[src/sv/sqe_pkg.sv]
package sqe_pkg;

  localparam int MAX_SAMPLES_DEF  = 256;
  localparam int SAMPLE_WIDTH_DEF = 32;
  localparam int PROB_W           = 17;
  localparam int FRAC_W           = 16;
  localparam logic [PROB_W-1:0] ONE_Q16 = 17'd65536;

  localparam logic [1:0] ACT_LOAD  = 2'd0;
  localparam logic [1:0] ACT_QUERY = 2'd1;
  localparam logic [1:0] ACT_CLEAR = 2'd2;

  typedef struct packed {
    logic [1:0]  action;
    logic [31:0] sample_value;
    logic [16:0] prob_fraction;
  } in_req_t;

  typedef struct packed {
    logic [31:0] quantile_value;
    logic        status;
  } out_req_t;

endpackage

[src/sv/sqe_interp.sv]
// interpolation term: |diff|*frac/65536 rounded, split in two registered multiplies
module sqe_interp #(
  parameter int SAMPLE_WIDTH = sqe_pkg::SAMPLE_WIDTH_DEF
) (
  input  logic                    clk,
  input  logic                    start,
  input  logic [SAMPLE_WIDTH-1:0] base,
  input  logic [SAMPLE_WIDTH-1:0] upper,
  input  logic [15:0]             frac,
  output logic [SAMPLE_WIDTH-1:0] result
);
  localparam int DW = SAMPLE_WIDTH + 1;

  logic signed [DW-1:0] diff;
  logic [DW-1:0] mag;
  logic [DW-1:0] mag_r;
  logic [15:0] frac_r;
  logic neg_r;
  logic [SAMPLE_WIDTH-1:0] base_r;
  logic [DW+15:0] hi_prod_r;
  logic [31:0] lo_prod_r;
  logic [DW-1:0] term;

  assign diff = $signed({upper[SAMPLE_WIDTH-1], upper}) - $signed({base[SAMPLE_WIDTH-1], base});
  assign mag  = diff[DW-1] ? DW'(-diff) : DW'(diff);

  always_ff @(posedge clk) begin
    if (start) begin
      mag_r  <= mag;
      frac_r <= frac;
      neg_r  <= diff[DW-1];
      base_r <= base;
    end
    hi_prod_r <= (DW+16)'(mag_r >> 16) * (DW+16)'(frac_r);
    lo_prod_r <= 32'(mag_r[15:0]) * 32'(frac_r);
  end

  assign term = DW'(hi_prod_r) + DW'((lo_prod_r + 32'h8000) >> 16);
  assign result = neg_r ? SAMPLE_WIDTH'(base_r - term[SAMPLE_WIDTH-1:0])
                        : SAMPLE_WIDTH'(base_r + term[SAMPLE_WIDTH-1:0]);
endmodule

[config.mk]
export PLATFORM = sky130hd
export DESIGN_NAME = sqe_interp
export DESIGN_NICKNAME = d
export VERILOG_FILES = /design/src/sv/sqe_pkg.sv /design/src/sv/sqe_interp.sv
export SDC_FILE = /design/constraint.sdc
export NUM_CORES = 2
export LEC_CHECK = 0
export BUFFER_PORTS_ARGS = -buffer_cell sky130_fd_sc_hd__buf_4
export CORE_ASPECT_RATIO = 0.6
export CORE_MARGIN = 2
export CORE_UTILIZATION = 30
export DETAILED_ROUTE_END_ITERATION = 10
export MAX_ROUTING_LAYER = met4
export PLACE_DENSITY = 0.57
export SLEW_MARGIN = 30
export SYNTH_ARGS = -nofsm -noshare
export SYNTH_HDL_FRONTEND = slang
export SYNTH_SLANG_ARGS = --single-unit
export TNS_END_PERCENT = 20
[constraint.sdc]
create_clock -name clk -period 8.14 [get_ports clk]
set_input_delay 1.628 -clock clk [delete_from_list [all_inputs] [get_ports clk]]
set_output_delay 1.628 -clock clk [all_outputs]
set_load 0.005 [all_outputs]
# Word-level counts from Yosys, hierarchy flattened
# Index checks and enable logic that the tools add are counted.
[word_totals]
output_inout_bits = 32
wordCells = 17
in_bits = 82
register_bits = 146
[classes]
add_sub_neg = 6
mul = 2
mux = 2
[op_table]
columns = ["op", "count"]
rows = [
  ["two-way mux 32 bit", 2],
  ["adder 32 x 16 -> 33 bit (second input constant)", 1],
  ["negator 33 bit", 1],
  ["subtractor 32 x 32 -> 33 bit", 1],
  ["adder 32 x 17 -> 32 bit", 1],
  ["adder 32 bit", 1],
  ["multiplier 16 x 16 -> 32 bit", 1],
  ["multiplier 17 x 16 -> 32 bit", 1],
  ["subtractor 32 bit", 1],
]

# Depth between registers and ports, before layout
[logic_depth]
word_depth = 4
depth_mapped = 29
mapped_depth_nobuf = 28

# Worst setup path after synthesis
# OpenSTA, ideal clock, no wires.
[synth_timing]
path_type = "reg2out"
from = "reg lo_prod_r[17]"
to = "out result[31]"
slack_ns = 0.874
path_buffers = 1
stages_incl_launch_ff = 27
t_arrival_ns = 5.638
required_time_ns = 6.512
path_cell_list = "dfxtp_1 -> and3_1 -> and3_1 -> nand3_1 -> nor2_1 -> nand3_1 -> xnor2_1 -> ha_1 -> a21o_1 -> a21o_1 -> a211oi_1 -> o211a_1 -> nor3_1 -> nor4_1 -> and4_1 -> clkbuf_1 -> nand2_1 -> o311ai_1 -> xnor2_1 -> ha_1 -> o21a_1 -> o21a_1 -> o21ai_0 -> a21oi_1 -> or2_2 -> a221o_1 -> xnor2_1"
[synth_via]
elab_chain_cells = 4
word_cells_on_any_way = 5
cone_classes = "4 x add/sub; 1 x mux"
[synth_lines]
columns = ["item", "line", "source"]
rows = [
  ["start, declared", "sqe_interp.sv:21", "logic [31:0] lo_prod_r;"],
  ["start signal, assigned", "sqe_interp.sv:35", "lo_prod_r <= 32'(mag_r[15:0]) * 32'(frac_r);"],
  ["adder 32 x 16 -> 33 bit (*)", "sqe_interp.sv:38", "assign term = DW'(hi_prod_r) + DW'((lo_prod_r + 32'h8000) >> 16);"],
  ["adder 32 x 17 -> 32 bit (*)", "sqe_interp.sv:38", ""],
  ["adder 32 bit or subtractor 32 bit (tied branches)", "sqe_interp.sv:40, sqe_interp.sv:39", ""],
  ["two-way mux 32 bit (*)", "sqe_interp.sv:39", "assign result = neg_r ? SAMPLE_WIDTH'(base_r - term[SAMPLE_WIDTH-1:0])"],
  ["end, declared", "sqe_interp.sv:10", "output logic [SAMPLE_WIDTH-1:0] result"],
]
# Mark *: on every way between the ends. The rest lies on a longest branch, timed or not.

# Worst setup path after layout
# Same ends and word-level chain as after synthesis.

==> impl_metrics.py <==
metrics = {
    "worst_setup_path": {
        "critical_path_class": "reg -> out",
        "cp_slowest_stage_delay_ns": 0.52,
        "worstReg2RegStart": "mag_r[23]",
        "critPathLaunchType": "flip-flop",
        "r2r.worst_path.cells": 24,
        "timing.rr.end": "hi_prod_r[30]",
        "slowest_stage": "a2111oi_4",
        "r2r_slack_ns": 0.82,
        "cp-endpoint": "result[31]",
        "crit_buf_inv": 1,
        "cp_max_fo": 8,
        "cpMostUsedCell": "nand4_1",
        "path_depth": 25,
        "cp_top_family": "simple AND/OR/NAND/NOR gates",
        "required_ns": 6.51,
        "startpoint": "lo_prod_r[17]",
        "endpoint_kind": "output pin",
        "cp_data_arrival_time_ns": 6.28,
    },
    "finish": {
        "finalNonFillerCells": 4253,
        "final_common_cell": "inv_1",
        "final_cell_mix": "inv_1, nand2_1, fa_1, ha_1, and2_1",
        "drive_above_1_share_pct": 9.317,
        "synthToLayoutAreaGrowth_pct": 12.88,
        "fin_nets": 3848,
        "nFillCells": 9141,
    },
    "timing": {
        "fin_setup_tns_ns": 0,
        "rsz0062_at_grt": "yes",
        "drv_slew": 0,
        "setup_viol": 0,
        "finalCriticalPeriod_ns": 7.911,
        "fin_ws_ns": 0.2287,
        "clock.fmax_ghz": 0.1264,
        "timing.hold.ws_ns": 0.9332,
        "slew_headroom_pct": 35.69,
        "hold_violations": 0,
        "worstMarginPinSlew_ns": 0.9647,
        "clock_skew_ns": 0.01509,
        "fin_crit_sh_pct": 97.19,
    },
    "synthesis": {
        "synth_area_um2": 26410,
        "synth_top_cell_area_share_pct": 30.55,
        "synth-main-ff-cell": "edfxtp_1",
        "synth_cell_types": 85,
        "syn-num-nets": 3750,
        "synth.area.top_cells": "fa_1, ha_1, edfxtp_1, inv_1, nand2_1",
        "yosys_warnings": 0,
        "synth_seq_area_share_pct": 13.04,
        "synthesis.instances": 2980,
        "synth-edff-count": 82,
        "ys_ff_latch": 131,
        "postSynth.asyncResetShare_pct": 0,
        "synth_area_per_cell_um2": 8.862,
        "yosysTopAreaCell": "fa_1",
    },
    "route": {
        "routedWlPerCell_um": 17.77,
        "postRouteAntennaNets": 0,
        "drc": 0,
        "routed_wirelength_mm": 75.59,
        "vias_per_cell": 4.882,
        "drt_iter0_drc": 1563,
        "dr.pass1.iters": 5,
        "vias": 20760,
    },
    "placement": {
        "place.gp.congestion": 0.8890,
        "post-place-ws_ns": 0.2453,
        "dp_hpwl_mm": 61.66,
        "port_buffers": 113,
        "place_inst": 4207,
    },
    "global_route": {
        "met2_usage_pct": 24.30,
        "track_usage_pct": 17.43,
        "use_met1_pct": 26.08,
        "grt_busiest_layer": "met1",
        "grt_remaining_overflow": 0,
        "grt_pass1_vias": 20790,
        "antenna_found_initial": 0,
        "use_met3_pct": 3.795,
        "grt_max_degree": 64,
        "grt_pass1_wl_mm": 119.7,
    },
    "floorplanning": {
        "die_h_um": 233.8,
        "rows": 84,
        "die_x_um": 387.0,
        "io_pins": 114,
        "core_um2": 87440,
        "start_util_pct": 30.20,
        "design.die.area_um2": 90490,
    },
    "clock_network": {
        "cts_hold_buffers": 0,
        "clk_latency_ns": 0.45,
        "cts.sinks": 131,
        "cts_tree": "yes",
        "numCtsBuffers": 17,
        "clk_pin_slew_ns": 0.06,
        "cts.path.max_buffers": 2,
        "cts-root-buf": "clkbuf_16",
        "cts_max_level": 4,
    },
    "min_path": {
        "hold_path_class": "reg -> reg",
        "hold_start": "frac_r[0]",
    },
    "job": {
        "maxCapViolations": 0,
    },
    "run_status": {
        "status": "finished clean",
    },
}
[cell families (layout without fill, tap and decap cells)]
| kind of cell | Yosys count | count (layout) | synth area share, % |
|---|---|---|---|
| and+or+nand+nor | 916 | 916 | 16.90 |
| adders and majority gates | 688 | 688 | 44.05 |
| buffers and inverters | 638 | 749 | 9.130 |
| AOI/OAI and AO/OA | 408 | 408 | 10.25 |
| xor gates and xnor gates | 194 | 194 | 6.434 |
| DFF | 131 | 131 | 13.04 |
| muxes | 5 | 5 | 0.1943 |
| other | 0 | 1 | 0 |
[layout make-up]
class                           instances  area, µm²  area share, %
Antenna cell                            1      2.502       0.008395
Clock buffer                           19      454.2          1.524
Clock inverter                         13      173.9         0.5834
Inverter                              535       2008          6.737
Multi-Input combinational cell       2211      20870          70.01
Sequential cell                       131       3450          11.57
Tap cell                             1161       1453          4.873
Timing Repair Buffer                  182       1399          4.693
[flip-flops by register name (all words and copies together) (netlist names)]
signal / cells
neg_r: 1
frac_r: 16
mag_r: 33
hi_prod_r: 32
lo_prod_r: 17
base_r: 32
[how the worst min path moves through the flow]
stage                    end  slack [ns]  depth (start not counted)
2_1_floorplan   hi_prod_r[0]        0.52                          1
3_3_place_gp   hi_prod_r[31]        0.99                          5
3_5_place_dp    hi_prod_r[0]        0.92                          1
4_1_cts         hi_prod_r[0]        0.94                          1
5_1_grt         hi_prod_r[0]        0.94                          1
6_report        hi_prod_r[0]        0.93                          1
[routing by layer]
| layer | up-vias | routed length, µm |
|---|---|---|
| li1 | 9747 | - |
| met1 | 10380 | 38370 |
| met2 | 596 | 30830 |
| met3 | 42 | 5830 |
| met4 | 0 | 562 |
| met5 | - | 0 |
[what timing repair did]
action,4_1_cts,5_1_grt
buffers inserted,3,10
gates resized for setup,12,58
pin swaps,5,31
cloned,0,0
setup endpoints to repair,4,9
endpoints found under the hold margin,0,0
[worst register-to-register path, delay by kind of cell (launching register included)]
family                     cells  cell delay (ns)
DFF                            1             0.98
buffers and inverters          6             0.45
and+or+nand+nor                3             0.55
adders and majority gates      7             3.43
xor gates and xnor gates       1             0.14
AOI/OAI and AO/OA              7             1.69
[cells in the mapped netlist, types with 6 or more instances]
master and n:
ha_1 285, nand4_1 16, and4_1 8, xnor2_1 142
o31ai_1 8, o2111ai_1 7, o21a_1 20, xor2_1 52
and2_1 197, nor3_1 34, o211ai_1 11, or2_2 6
nand2_1 412, nand3_1 38, clkbuf_1 98, or3_1 11
fa_1 403, and3_1 23, nand2b_1 16, dfxtp_1 49
a31oi_1 21, a21o_1 54, nor2_1 99, nor4_1 14
o21ai_0 66, a211oi_1 14, nor2b_1 13, inv_1 535
o21bai_1 13, a21oi_1 116, edfxtp_1 82
[per-stage QoR]
step                utilization (%)  cell area (µm²)
floorplan                         -            26410
global placement              32.88            28750
detailed placement            32.90            28770
CTS                           33.71            29480
global route                  34.09            29810
finish                        34.09            29810
Power is not shown: default switching activity piles up to over one toggle a cycle in this logic, so the estimate is an artifact.
